### src/fssf_pkg.sv
// ============================================================================
// fssf_pkg
// Shared types and constants of the frame SNR subtraction factors unit.
// ============================================================================
`default_nettype none

package fssf_pkg;

    localparam int SUM_W   = 42;
    localparam int DEN_W   = SUM_W + 1;
    localparam int GAIN_W  = 16;
    localparam int PWR_W   = 32;
    localparam int CFG_IDX_W = 3;
    localparam int LOG_W   = 22;
    localparam int FRAC_W  = 16;
    localparam int MANT_W  = 31;
    localparam int SNR_W   = 24;

    localparam logic [SUM_W-1:0] SUM_MAX = {SUM_W{1'b1}};

    // Decibels per octave of power in Q.16: round(10*log10(2) * 2^16).
    localparam logic [17:0] DB_PER_LOG2 = 18'd197283;
    localparam logic [SNR_W-1:0] TWENTY_DB = 24'd1310720;
    // Reciprocal of 5 with 22 fraction bits, exact for the 19-bit quarter SNR.
    localparam logic [19:0] DIV5_MAGIC = 20'd838861;

    localparam logic [CFG_IDX_W-1:0] CFG_SCALING_MODE  = 3'd0;
    localparam logic [CFG_IDX_W-1:0] CFG_OVERSUB_GAIN  = 3'd1;
    localparam logic [CFG_IDX_W-1:0] CFG_UNDERSUB_GAIN = 3'd2;
    localparam logic [CFG_IDX_W-1:0] CFG_ALPHA_FLOOR   = 3'd3;
    localparam logic [CFG_IDX_W-1:0] CFG_BETA_FLOOR    = 3'd4;
    localparam logic [CFG_IDX_W-1:0] CFG_NOISE_EPSILON = 3'd5;

    typedef struct packed {
        logic              scaling_mode;
        logic [GAIN_W-1:0] oversub_gain;
        logic [GAIN_W-1:0] undersub_gain;
        logic [GAIN_W-1:0] alpha_floor;
        logic [GAIN_W-1:0] beta_floor;
        logic [GAIN_W-1:0] noise_epsilon;
    } t_cfg;

    typedef struct packed {
        logic [SUM_W-1:0] noisy;
        logic [DEN_W-1:0] den;
    } t_frame;

    typedef enum logic [2:0] {
        ST_IDLE,
        ST_NORM,
        ST_LOG,
        ST_DIFF,
        ST_SCALE,
        ST_BLEND_A,
        ST_BLEND_B,
        ST_DONE
    } t_state;

endpackage

`default_nettype wire

### src/frame_snr_subtraction_factors_unit.sv
// ============================================================================
// frame_snr_subtraction_factors_unit
// Frame a posteriori SNR over- and undersubtraction factor generator.
// ============================================================================
// Bins are taken one per cycle and added into saturating 42-bit frame sums.
// The bin flagged last closes the frame; its sums enter a two-entry queue and
// the SNR engine turns them into one Q8.8 alpha/beta pair. The engine leaves
// idle, then for each operand normalizes it one bit at a time and runs the
// squaring log2 unit, then scales and blends and loads the output register.
// No-scaling mode, a zero noisy sum or a zero denominator decides the result
// at once. Input is stalled only while both queue entries hold frames.
// Configuration registers are written through the plain write port; the
// user must write them only while the block is idle, which the block itself
// does not enforce.
// ============================================================================
`default_nettype none

module frame_snr_subtraction_factors_unit (
    input  wire                             i_clk,
    input  wire                             i_rst_n,
    input  wire                             i_in_valid,
    output logic                            o_in_stall,
    input  wire [fssf_pkg::PWR_W-1:0]       i_noisy_power,
    input  wire [fssf_pkg::PWR_W-1:0]       i_noise_power,
    input  wire                             i_last_bin,
    output logic                            o_out_valid,
    input  wire                             i_out_stall,
    output logic [fssf_pkg::GAIN_W-1:0]     o_alpha_factor,
    output logic [fssf_pkg::GAIN_W-1:0]     o_beta_factor,
    input  wire                             i_cfg_we,
    input  wire [fssf_pkg::CFG_IDX_W-1:0]   i_cfg_idx,
    input  wire [fssf_pkg::GAIN_W-1:0]      i_cfg_data
);
    import fssf_pkg::*;

    t_cfg   r_cfg, n_cfg;
    t_frame w_push_frame, w_pop_frame;
    logic   w_push, w_pop, w_full, w_empty;

    assign o_in_stall = w_full;

    always_comb begin
        n_cfg = r_cfg;
        if (i_cfg_we) begin
            case (i_cfg_idx)
                CFG_SCALING_MODE:  n_cfg.scaling_mode  = i_cfg_data[0];
                CFG_OVERSUB_GAIN:  n_cfg.oversub_gain  = i_cfg_data;
                CFG_UNDERSUB_GAIN: n_cfg.undersub_gain = i_cfg_data;
                CFG_ALPHA_FLOOR:   n_cfg.alpha_floor   = i_cfg_data;
                CFG_BETA_FLOOR:    n_cfg.beta_floor    = i_cfg_data;
                CFG_NOISE_EPSILON: n_cfg.noise_epsilon = i_cfg_data;
                default: begin
                    n_cfg = r_cfg;
                end
            endcase
        end
    end

    always_ff @(posedge i_clk) begin
        if (!i_rst_n) begin
            r_cfg.scaling_mode  <= 1'b0;
            r_cfg.oversub_gain  <= 16'd512;
            r_cfg.undersub_gain <= 16'd256;
            r_cfg.alpha_floor   <= 16'd256;
            r_cfg.beta_floor    <= 16'd0;
            r_cfg.noise_epsilon <= 16'd1;
        end else begin
            r_cfg <= n_cfg;
        end
    end

    fssf_front u_front (
        .i_clk           (i_clk),
        .i_rst_n         (i_rst_n),
        .i_valid         (i_in_valid),
        .i_full          (w_full),
        .i_noisy_power   (i_noisy_power),
        .i_noise_power   (i_noise_power),
        .i_last_bin      (i_last_bin),
        .i_noise_epsilon (r_cfg.noise_epsilon),
        .o_push          (w_push),
        .o_frame         (w_push_frame)
    );

    fssf_queue u_queue (
        .i_clk   (i_clk),
        .i_rst_n (i_rst_n),
        .i_push  (w_push),
        .i_frame (w_push_frame),
        .i_pop   (w_pop),
        .o_full  (w_full),
        .o_empty (w_empty),
        .o_frame (w_pop_frame)
    );

    fssf_back u_back (
        .i_clk          (i_clk),
        .i_rst_n        (i_rst_n),
        .i_cfg          (r_cfg),
        .i_empty        (w_empty),
        .i_frame        (w_pop_frame),
        .o_pop          (w_pop),
        .o_valid        (o_out_valid),
        .i_stall        (i_out_stall),
        .o_alpha_factor (o_alpha_factor),
        .o_beta_factor  (o_beta_factor)
    );

endmodule

`default_nettype wire

### src/fssf_front.sv
// ============================================================================
// fssf_front
// Accumulates the saturating noisy and noise frame sums and hands each closed
// frame to the queue.
// ============================================================================
`default_nettype none

module fssf_front (
    input  wire                     i_clk,
    input  wire                     i_rst_n,
    input  wire                     i_valid,
    input  wire                     i_full,
    input  wire [fssf_pkg::PWR_W-1:0]  i_noisy_power,
    input  wire [fssf_pkg::PWR_W-1:0]  i_noise_power,
    input  wire                     i_last_bin,
    input  wire [fssf_pkg::GAIN_W-1:0] i_noise_epsilon,
    output logic                    o_push,
    output fssf_pkg::t_frame        o_frame
);
    import fssf_pkg::*;

    logic [SUM_W-1:0] r_noisy_sum, n_noisy_sum;
    logic [SUM_W-1:0] r_noise_sum, n_noise_sum;
    logic [SUM_W:0]   w_noisy_add, w_noise_add;
    logic [SUM_W-1:0] w_noisy_next, w_noise_next;
    logic             w_accept;

    assign w_accept     = i_valid & ~i_full;
    assign w_noisy_add  = {1'b0, r_noisy_sum} + {{(SUM_W+1-PWR_W){1'b0}}, i_noisy_power};
    assign w_noise_add  = {1'b0, r_noise_sum} + {{(SUM_W+1-PWR_W){1'b0}}, i_noise_power};
    assign w_noisy_next = w_noisy_add[SUM_W] ? SUM_MAX : w_noisy_add[SUM_W-1:0];
    assign w_noise_next = w_noise_add[SUM_W] ? SUM_MAX : w_noise_add[SUM_W-1:0];

    assign o_push       = w_accept & i_last_bin;
    assign o_frame.noisy = w_noisy_next;
    assign o_frame.den   = {1'b0, w_noise_next}
                         + {{(DEN_W-GAIN_W){1'b0}}, i_noise_epsilon};

    always_comb begin
        n_noisy_sum = r_noisy_sum;
        n_noise_sum = r_noise_sum;
        if (w_accept) begin
            if (i_last_bin) begin
                n_noisy_sum = '0;
                n_noise_sum = '0;
            end else begin
                n_noisy_sum = w_noisy_next;
                n_noise_sum = w_noise_next;
            end
        end
    end

    always_ff @(posedge i_clk) begin
        if (!i_rst_n) begin
            r_noisy_sum <= '0;
            r_noise_sum <= '0;
        end else begin
            r_noisy_sum <= n_noisy_sum;
            r_noise_sum <= n_noise_sum;
        end
    end

endmodule

`default_nettype wire

### src/fssf_queue.sv
// ============================================================================
// fssf_queue
// Two-entry queue of closed frame sums between the accumulator and the SNR
// engine.
// ============================================================================
`default_nettype none

module fssf_queue (
    input  wire              i_clk,
    input  wire              i_rst_n,
    input  wire              i_push,
    input  fssf_pkg::t_frame i_frame,
    input  wire              i_pop,
    output logic             o_full,
    output logic             o_empty,
    output fssf_pkg::t_frame o_frame
);
    import fssf_pkg::*;

    t_frame     r_entry [2];
    logic       r_wp, n_wp;
    logic       r_rp, n_rp;
    logic [1:0] r_cnt, n_cnt;
    logic       w_do_push, w_do_pop;

    assign o_full    = (r_cnt == 2'd2);
    assign o_empty   = (r_cnt == 2'd0);
    assign o_frame   = r_entry[r_rp];
    assign w_do_push = i_push & ~o_full;
    assign w_do_pop  = i_pop & ~o_empty;

    always_comb begin
        n_wp  = w_do_push ? ~r_wp : r_wp;
        n_rp  = w_do_pop ? ~r_rp : r_rp;
        n_cnt = r_cnt;
        if (w_do_push && !w_do_pop) begin
            n_cnt = r_cnt + 2'd1;
        end else if (!w_do_push && w_do_pop) begin
            n_cnt = r_cnt - 2'd1;
        end
    end

    always_ff @(posedge i_clk) begin
        if (!i_rst_n) begin
            r_wp  <= 1'b0;
            r_rp  <= 1'b0;
            r_cnt <= 2'd0;
        end else begin
            r_wp  <= n_wp;
            r_rp  <= n_rp;
            r_cnt <= n_cnt;
        end
    end

    always_ff @(posedge i_clk) begin
        if (w_do_push) begin
            r_entry[r_wp] <= i_frame;
        end
    end

endmodule

`default_nettype wire

### src/fssf_back.sv
// ============================================================================
// fssf_back
// SNR engine: shared normalizer and squaring log2 unit, dB scaling, the
// division by twenty and the blend of gains, with the output register.
// ============================================================================
`default_nettype none

module fssf_back (
    input  wire                        i_clk,
    input  wire                        i_rst_n,
    input  fssf_pkg::t_cfg             i_cfg,
    input  wire                        i_empty,
    input  fssf_pkg::t_frame           i_frame,
    output logic                       o_pop,
    output logic                       o_valid,
    input  wire                        i_stall,
    output logic [fssf_pkg::GAIN_W-1:0] o_alpha_factor,
    output logic [fssf_pkg::GAIN_W-1:0] o_beta_factor
);
    import fssf_pkg::*;

    t_state              r_state, n_state;
    logic [DEN_W-1:0]    r_x, n_x;
    logic [DEN_W-1:0]    r_den, n_den;
    logic                r_sel, n_sel;
    logic [5:0]          r_k, n_k;
    logic [5:0]          r_msb, n_msb;
    logic [MANT_W-1:0]   r_m, n_m;
    logic [FRAC_W-1:0]   r_frac, n_frac;
    logic [3:0]          r_it, n_it;
    logic [LOG_W-1:0]    r_log_s, n_log_s;
    logic [LOG_W-1:0]    r_log_d, n_log_d;
    logic [SNR_W-1:0]    r_snr, n_snr;
    logic [GAIN_W-1:0]   r_t, n_t;
    logic [GAIN_W-1:0]   r_res_a, n_res_a;
    logic [GAIN_W-1:0]   r_res_b, n_res_b;
    logic                r_out_valid, n_out_valid;
    logic [GAIN_W-1:0]   r_out_a, n_out_a;
    logic [GAIN_W-1:0]   r_out_b, n_out_b;

    logic [2*MANT_W-1:0] w_sq;
    logic [31:0]         w_sq_top;
    logic [FRAC_W-1:0]   w_frac_next;
    logic signed [LOG_W:0] w_diff;
    logic [39:0]         w_snr_prod;
    logic [38:0]         w_t_prod;
    logic [GAIN_W-1:0]   w_gain, w_floor;
    logic signed [GAIN_W:0]   w_delta;
    logic signed [2*GAIN_W+1:0] w_bprod;
    logic signed [2*GAIN_W+1:0] w_bround;
    logic signed [GAIN_W+1:0]   w_bout;

    assign w_sq        = {{MANT_W{1'b0}}, r_m} * {{MANT_W{1'b0}}, r_m};
    assign w_sq_top    = w_sq[61:30];
    assign w_frac_next = {r_frac[FRAC_W-2:0], w_sq_top[31]};

    assign w_diff      = $signed({1'b0, r_log_s}) - $signed({1'b0, r_log_d});
    assign w_snr_prod  = {18'd0, w_diff[LOG_W-1:0]} * {22'd0, DB_PER_LOG2};
    assign w_t_prod    = {20'd0, r_snr[20:2]} * {19'd0, DIV5_MAGIC};

    assign w_gain   = (r_state == ST_BLEND_A) ? i_cfg.oversub_gain : i_cfg.undersub_gain;
    assign w_floor  = (r_state == ST_BLEND_A) ? i_cfg.alpha_floor : i_cfg.beta_floor;
    assign w_delta  = $signed({1'b0, w_floor}) - $signed({1'b0, w_gain});
    assign w_bprod  = $signed({1'b0, r_t}) * w_delta;
    assign w_bround = w_bprod + 34'sd32768;
    assign w_bout   = $signed({2'b00, w_gain}) + w_bround[33:16];

    assign o_valid        = r_out_valid;
    assign o_alpha_factor = r_out_a;
    assign o_beta_factor  = r_out_b;

    always_comb begin
        n_state     = r_state;
        n_x         = r_x;
        n_den       = r_den;
        n_sel       = r_sel;
        n_k         = r_k;
        n_msb       = r_msb;
        n_m         = r_m;
        n_frac      = r_frac;
        n_it        = r_it;
        n_log_s     = r_log_s;
        n_log_d     = r_log_d;
        n_snr       = r_snr;
        n_t         = r_t;
        n_res_a     = r_res_a;
        n_res_b     = r_res_b;
        n_out_valid = r_out_valid;
        n_out_a     = r_out_a;
        n_out_b     = r_out_b;
        o_pop       = 1'b0;

        if (r_out_valid && !i_stall) begin
            n_out_valid = 1'b0;
        end

        case (r_state)
            ST_IDLE: begin
                if (!i_empty) begin
                    o_pop = 1'b1;
                    if (i_cfg.scaling_mode) begin
                        n_res_a = i_cfg.alpha_floor;
                        n_res_b = i_cfg.beta_floor;
                        n_state = ST_DONE;
                    end else if (i_frame.noisy == '0) begin
                        n_res_a = i_cfg.oversub_gain;
                        n_res_b = i_cfg.undersub_gain;
                        n_state = ST_DONE;
                    end else if (i_frame.den == '0) begin
                        n_res_a = i_cfg.alpha_floor;
                        n_res_b = i_cfg.beta_floor;
                        n_state = ST_DONE;
                    end else begin
                        n_x     = {1'b0, i_frame.noisy};
                        n_den   = i_frame.den;
                        n_sel   = 1'b0;
                        n_k     = '0;
                        n_state = ST_NORM;
                    end
                end
            end
            ST_NORM: begin
                if (r_x[DEN_W-1]) begin
                    n_m     = r_x[DEN_W-1:DEN_W-MANT_W];
                    n_msb   = 6'(DEN_W - 1) - r_k;
                    n_frac  = '0;
                    n_it    = '0;
                    n_state = ST_LOG;
                end else begin
                    n_x = {r_x[DEN_W-2:0], 1'b0};
                    n_k = r_k + 6'd1;
                end
            end
            ST_LOG: begin
                n_frac = w_frac_next;
                n_m    = w_sq_top[31] ? w_sq_top[31:1] : w_sq_top[30:0];
                n_it   = r_it + 4'd1;
                if (r_it == 4'd15) begin
                    if (!r_sel) begin
                        n_log_s = {r_msb, w_frac_next};
                        n_x     = r_den;
                        n_sel   = 1'b1;
                        n_k     = '0;
                        n_state = ST_NORM;
                    end else begin
                        n_log_d = {r_msb, w_frac_next};
                        n_state = ST_DIFF;
                    end
                end
            end
            ST_DIFF: begin
                if (w_diff <= 0) begin
                    n_res_a = i_cfg.oversub_gain;
                    n_res_b = i_cfg.undersub_gain;
                    n_state = ST_DONE;
                end else begin
                    n_snr   = w_snr_prod[39:16];
                    n_state = ST_SCALE;
                end
            end
            ST_SCALE: begin
                if (r_snr == '0) begin
                    n_res_a = i_cfg.oversub_gain;
                    n_res_b = i_cfg.undersub_gain;
                    n_state = ST_DONE;
                end else if (r_snr >= TWENTY_DB) begin
                    n_res_a = i_cfg.alpha_floor;
                    n_res_b = i_cfg.beta_floor;
                    n_state = ST_DONE;
                end else begin
                    n_t     = w_t_prod[37:22];
                    n_state = ST_BLEND_A;
                end
            end
            ST_BLEND_A: begin
                n_res_a = w_bout[GAIN_W-1:0];
                n_state = ST_BLEND_B;
            end
            ST_BLEND_B: begin
                n_res_b = w_bout[GAIN_W-1:0];
                n_state = ST_DONE;
            end
            ST_DONE: begin
                if (!r_out_valid || !i_stall) begin
                    n_out_valid = 1'b1;
                    n_out_a     = r_res_a;
                    n_out_b     = r_res_b;
                    n_state     = ST_IDLE;
                end
            end
            default: begin
                n_state = ST_IDLE;
            end
        endcase
    end

    always_ff @(posedge i_clk) begin
        if (!i_rst_n) begin
            r_state     <= ST_IDLE;
            r_out_valid <= 1'b0;
        end else begin
            r_state     <= n_state;
            r_out_valid <= n_out_valid;
        end
    end

    always_ff @(posedge i_clk) begin
        r_x     <= n_x;
        r_den   <= n_den;
        r_sel   <= n_sel;
        r_k     <= n_k;
        r_msb   <= n_msb;
        r_m     <= n_m;
        r_frac  <= n_frac;
        r_it    <= n_it;
        r_log_s <= n_log_s;
        r_log_d <= n_log_d;
        r_snr   <= n_snr;
        r_t     <= n_t;
        r_res_a <= n_res_a;
        r_res_b <= n_res_b;
        r_out_a <= n_out_a;
        r_out_b <= n_out_b;
    end

endmodule

`default_nettype wire

### config.mk
export PLATFORM = sky130hd
export DESIGN_NAME = frame_snr_subtraction_factors_unit
export DESIGN_NICKNAME = d
export VERILOG_FILES = /design/src/fssf_pkg.sv /design/src/frame_snr_subtraction_factors_unit.sv /design/src/fssf_front.sv /design/src/fssf_queue.sv /design/src/fssf_back.sv
export SDC_FILE = /design/constraint.sdc
export NUM_CORES = 2
export LEC_CHECK = 0
export BUFFER_PORTS_ARGS = -buffer_cell sky130_fd_sc_hd__buf_2
export CAP_MARGIN = 20
export CORE_ASPECT_RATIO = 1.1
export CORE_MARGIN = 3
export CORE_UTILIZATION = 61
export CTS_BUF_LIST = sky130_fd_sc_hd__clkbuf_4 sky130_fd_sc_hd__clkbuf_8
export DETAILED_ROUTE_END_ITERATION = 7
export GPL_ROUTABILITY_DRIVEN = 0
export HOLD_SLACK_MARGIN = 0.03
export PLACE_DENSITY = 0.8
export REMOVE_ABC_BUFFERS = 1
export SKIP_CTS_REPAIR_TIMING = 1
export SLEW_MARGIN = 10
export SYNTH_ARGS = -nofsm -noshare
export SYNTH_HDL_FRONTEND = slang
export SYNTH_SLANG_ARGS = --single-unit
### constraint.sdc
create_clock -name i_clk -period 15.1 [get_ports i_clk]
set_input_delay 3.02 -clock i_clk [delete_from_list [all_inputs] [get_ports i_clk]]
set_output_delay 3.02 -clock i_clk [all_outputs]
set_load 0.02 [all_outputs]
# After elaboration in Yosys (flattened, before gate mapping)
# Memories as Yosys holds them, arrays and structs flattened. A register that Yosys moved wholly into a read port is not among the register bits.
# Index checks and enable logic that the tools add are counted.
[classes]
n_reduce_logical = 40
eq_ne = 26
bitwise_logic = 15
n_mux = 74
mul = 4
magnitude_cmp = 2
addsub = 12
[op_table]
columns = ["cell", "n"]
rows = [
  ["two-way mux 43 bit", 7],
  ["two-way mux 16 bit", 16],
  ["two-way mux 42 bit", 4],
  ["case mux 43 bit (3 select lines)", 1],
  ["case mux 16 bit (4 select lines)", 2],
  ["adder 42 x 32 -> 43 bit", 2],
  ["multiplier 31 x 31 -> 62 bit", 1],
  ["two-way mux 31 bit", 2],
  ["case mux 31 bit (2 select lines)", 1],
  ["adder 42 x 16 -> 43 bit", 1],
  ["zero test 43 bit", 1],
  ["zero test 42 bit", 1],
  ["two-way mux 6 bit", 7],
  ["multiplier 22 x 18 -> 40 bit (second input constant)", 1],
  ["multiplier 19 x 20 -> 38 bit (second input constant)", 1],
  ["adder 32 x 17 -> 32 bit (second input constant)", 1],
  ["multiplier 17 x 17 -> 32 bit", 1],
  ["case mux 15 bit (2 select lines)", 1],
  ["greater-or-equal comparator 24 x 21 -> 1 bit (second input constant)", 1],
  ["zero test 24 bit", 1],
  ["two-way mux 3 bit", 8],
  ["case mux 3 bit (8 select lines)", 1],
  ["less-or-equal comparator 23 x 1 -> 1 bit (second input constant)", 1],
  ["subtractor 22 x 22 -> 23 bit", 1],
  ["40 further kinds", 109],
]
[totals]
mem_bits_rw = 170
input_bits = 89
elab_cells = 204
out_inout_bits = 34
regBits = 470
mem_count = 1
[mem_list]
columns = ["name", "words", "word_bits", "read_ports", "rd_ports_with_merged_regs", "wr", "line_no", "source"]
rows = [
  ["u_queue.r_entry", 2, 85, 1, 1, 1, "fssf_queue.sv:20", "t_frame r_entry [2];"],
]

# Depth between registers and ports, before layout
[logic_depth]
ltp_word = 9
ltp_mapped = 51
ltp_nobuf = 46

# Hierarchy
# Synthesis repeated with hierarchy kept, for this count alone.
[unflattened]
hier_cells = 8010
area_unflattened_um2 = 79030.8
[by_module_without_submodules]
columns = ["module", "seq_area_each_um2", "cells_per_inst", "area_each_um2", "instances"]
rows = [
  ["fssf_back", 8998.6, 6198, 60480.5, 1],
  ["fssf_front", 1681.6, 1234, 9138.8, 1],
  ["fssf_queue", 5205.0, 289, 6374.9, 1],
  ["frame_snr_subtraction_factors_unit", 1621.6, 289, 3036.7, 1],
]

# Worst setup path after synthesis
# OpenSTA, ideal clock, no wires.
[synth_timing]
path_kind = "register to register"
from = "register u_back.r_state[0]"
to = "register u_back.r_res_b[12], data pin"
arrival_ns = 10.534
path_buffers = 5
t_required_ns = 14.955
path_stages_with_launch = 50
path_slack_ns = 4.421
period_less_slack_ns = 10.679
setup_time_ns = 0.145
cell_sequence = "dfxtp_1 buf_4 and3b_1 buf_4 buf_4 buf_1 mux2i_1 ha_1 nor2b_1 o21ai_0 nand2b_1 a31oi_1 o21bai_1 a21oi_1 nor2b_1 o21a_1 o31ai_1 nor2b_1 [14 not listed] ha_1 a21oi_1 o21ai_0 nand3_1 a31oi_1 o31a_1 o21a_1 nor2_1 ha_1 nor2b_1 nor2_1 nor2b_1 nand3_1 a221o_1 a31oi_2 a21oi_1 mux2_1 o21ai_1"
[synth_via]
elab_chain_cells = 7
elab_cells_between_ends = 12
cone_classes = "3 x add/sub; 1 x mul; 4 x eq/ne; 3 x mux; 1 x reduce/logical"
[synth_rtl]
columns = ["element", "line_no", "source"]
rows = [
  ["start: declaration", "fssf_back.sv:22", "t_state r_state, n_state;"],
  ["start signal: assignment", "fssf_back.sv:202", "r_state <= n_state;"],
  ["== test 3 bit", "fssf_back.sv:61, fssf_back.sv:62", ""],
  ["two-way mux 16 bit (on tied branches)", "fssf_back.sv:62, fssf_back.sv:61", ""],
  ["subtractor 16 x 16 -> 17 bit", "fssf_back.sv:63", "assign w_delta = $signed({1'b0, w_floor}) - $signed({1'b0, w_gain});"],
  ["multiplier 17 x 17 -> 32 bit", "fssf_back.sv:64", "assign w_bprod = $signed({1'b0, r_t}) * w_delta;"],
  ["adder 32 x 17 -> 32 bit", "fssf_back.sv:65", "assign w_bround = w_bprod + 34'sd32768;"],
  ["adder 16 bit", "fssf_back.sv:66", "assign w_bout = $signed({2'b00, w_gain}) + w_bround[33:16];"],
  ["case mux 16 bit (4 select lines) *", "fssf_back.sv:97", "case (r_state)"],
  ["via u_back.n_res_b[12]", "fssf_back.sv:36", "logic [GAIN_W-1:0] r_res_b, n_res_b;"],
  ["end signal: assignment", "fssf_back.sv:221", "r_res_b <= n_res_b;"],
  ["end: declaration", "fssf_back.sv:36", ""],
]
# Mark *: on every way through the listed nets, which the timed path passes. The rest lies on a longest branch.
# A chain may end at the register's enable or synchronous reset.

# Worst setup path after layout
[layout_timing]
from = "register u_back.r_state[0]"
to = "register u_back.r_res_b[14], data pin"
# The elaborated chain is that of the path after synthesis.

==> metrics <==
GRT overflow 0; crit-path max cell delay 0.96 ns; Min-Delay Path Depth 0; kind of end point of the critical path flip-flop; most frequent cells after synthesis inv_1 (1645), fa_1 (1139), ha_1 (840); reg2reg path depth 43; PortBufs 122; Core ar. 0.126 mm²; Reg clk slew, reported paths 0.07 ns; post-route ant nets 0; top cells by area, synth fa_1 (29%), edfxtp_1 (18%), ha_1 (14%); worst r2r dst u_back.r_res_b[14]; vias 56800; Max-cap violations 0; Clock Skew 0.0999 ns; Hold Violations, Final 0; most used cell, CP fa_1; flop and latch count out of synthesis 641; GRT Total Usage 30.0%; pre-CTS setup slack 1.85 ns; final worst-path cycle share 86.8%; I/O pin count 123; Die X 347 µm; RR Startpoint u_back.r_state[0]; Residual DRC 0; initial drt markers 4304; area grow syn2layout 6.25%; Yosys top cell area share 29.3%; H-tree depth 3; Starting Density 61.9%; maximum clock rate 0.0763 GHz; Routed WL 194000 µm; Avg WL per Cell 20.1 µm; vias in the first global route 61200; count of cell types in the netlist 107; Hold EP u_back.o_alpha_factor[0]; status finished, final reports clean; CTS root buf clkbuf_8; Die Area 0.132 mm²; critical hold path startpoint u_back.r_res_a[0]; largest area contributor in the netlist fa_1; slowest stage cell, crit path and3b_2; first-pass GRT wire length 317000 µm; initial antenna violation count 7; top_reg_cell synth edfxtp_1; largest net degree at the start of global routing 123; post-synthesis cell area 0.0778 mm²; slew margin rel. 24.0%; DP Wirelength 150000 µm; post-layout util 65.8%; number of synthesized flops with an enable pin 467; final setup fails 0; Seq/Total Area, Yosys 22.5%; Setup CP Type flip-flop to flip-flop; Final WS setup 1.99 ns; Initial DRT Pass Iterations 8; Synth async-reset ratio 0%; clock sinks 641; final setup TNS 0 ns; clk_lat worst skew 0.82 ns; Critical Path RT 15.59 ns; Num CTS Buffers 102; R2R setup slack 1.99 ns; CTS tree built; Die Y 381 µm; HP Class flip-flop to flip-flop; vias per inst 5.87; layout cells sized above 1 6.79%; Worst Tran Pin Value 1.13 ns; most common cell in the netlist inv_1; Post-layout nets 9996; CTS max path bufs 3; Slew Viols, Final 0; Finished Layout Cells 9674; CP Max Fanout 39; Yosys warnings 0; Post-Syn Instances 7869; RSZ-0062 raised after global routing no; placed cells 9472; row cnt 136; syn avg cell area 9.89 µm²; worst endpoint data arrival time 13.60 ns; Filler cells 9563; startpoint class of the critical path flip-flop; Final Critical Period 13.11 ns
[sequential cells by signal (all words and copies together) (netlist names), 15 cells and up, named ones only]
signal	flops
u_back.o_beta_factor	16
u_front.r_noise_sum	42
u_back.r_snr	24
u_back.r_res_b	16
u_back.r_log_s	22
r_cfg	81
u_back.o_alpha_factor	16
u_front.r_noisy_sum	42
u_back.r_t	16
u_back.r_frac	15
u_back.r_m	31
u_back.r_x	43
u_queue.r_entry	170
u_back.r_log_d	22
u_back.r_den	43
u_back.r_res_a	16
[cell usage in the layout, fill, tap and decap left out, types with 95 or more instances in the layout]
| cell | netlist | layout |
|---|---|---|
| ha_1 | 840 | 840 |
| nand2_1 | 826 | 825 |
| a21oi_1 | 223 | 222 |
| dfxtp_1 | 174 | 173 |
| xnor2_1 | 141 | 135 |
| o21ai_0 | 187 | 185 |
| inv_1 | 1645 | 1645 |
| xor2_1 | 97 | 95 |
| nor2_1 | 308 | 302 |
| fa_1 | 1139 | 1139 |
| and2_1 | 321 | 321 |
| clkbuf_8 | 0 | 111 |
| buf_2 | 8 | 121 |
| a21boi_0 | 96 | 96 |
| edfxtp_1 | 467 | 467 |
[critical path, delay by kind of cell, from the launching register on]
kind	cells	cell delay, ns
AO/OA/AOI/OAI	15	4.15
adder cells (fa/ha/maj)	9	3.93
AND/OR/NAND/NOR	13	2.46
flip-flops	1	0.92
multiplexers	1	0.52
XOR/XNOR	1	0.41
buffers and inverters	4	0.41
[worst max path at each step]
stage,startpoint,end,slack [ns]
floorplan,u_back.r_state[0],u_back.r_res_a[15],3.82
global placement,u_back.r_state[0],u_back.r_res_b[14],2.32
detailed placement,u_back.r_state[0],u_back.r_res_b[14],1.85
CTS,u_back.r_state[0],u_back.r_res_b[14],1.81
global route,u_back.r_state[0],u_back.r_res_b[14],1.21
finish,u_back.r_state[0],u_back.r_res_b[14],1.99
[cell families (layout without fill, tap and decap cells)]
logic type,count (synthesis),in the layout,share of synthesized area [%]
buf+inv,1905,2052,9.23
fa+ha+maj,1981,1981,42.8
xor+xnor,242,242,2.77
compound gates,1023,1023,8.95
simple gates,1953,1953,12.0
other cells,0,2,0
flops,641,641,22.5
mux,124,124,1.70
[per-stage QoR]
stage	area (µm²)	hold slack (ns)
6_report	82700	0.413
4_1_cts	82600	0.414
3_5_place_dp	80200	0.411
5_1_grt	82700	0.419
3_3_place_gp	80200	0.405
2_1_floorplan	76900	0.400
[metal layers]
| metal | share of wire [%] | wire [µm] | vias up | global-route usage [%] |
|---|---|---|---|---|
| li1 | - | - | 25400 | - |
| met1 | 37 | 71100 | 28100 | 36.4 |
| met2 | 50 | 96300 | 2611 | 51.5 |
| met3 | 7.9 | 15400 | 645 | 4.85 |
| met4 | 6.0 | 11600 | 4 | 16.2 |
| met5 | 0.012 | 23 | - | 0 |
[area by class of cell]
class	count	area [µm²]	share of cell area [%]
Inverter	1658	6220	7.53
Antenna cell	2	5.00	0.00605
Timing Repair Buffer	202	1280	1.55
Multi-Input combinational cell	5323	53300	64.4
Tap cell	1656	2070	2.51
Sequential cell	641	17500	21.2
Clock buffer	142	1760	2.13
Clock inverter	50	574	0.695
Power is left out: the tool's default activity adds up to more than one toggle a clock period on the data nets, which glitch-free logic cannot reach.
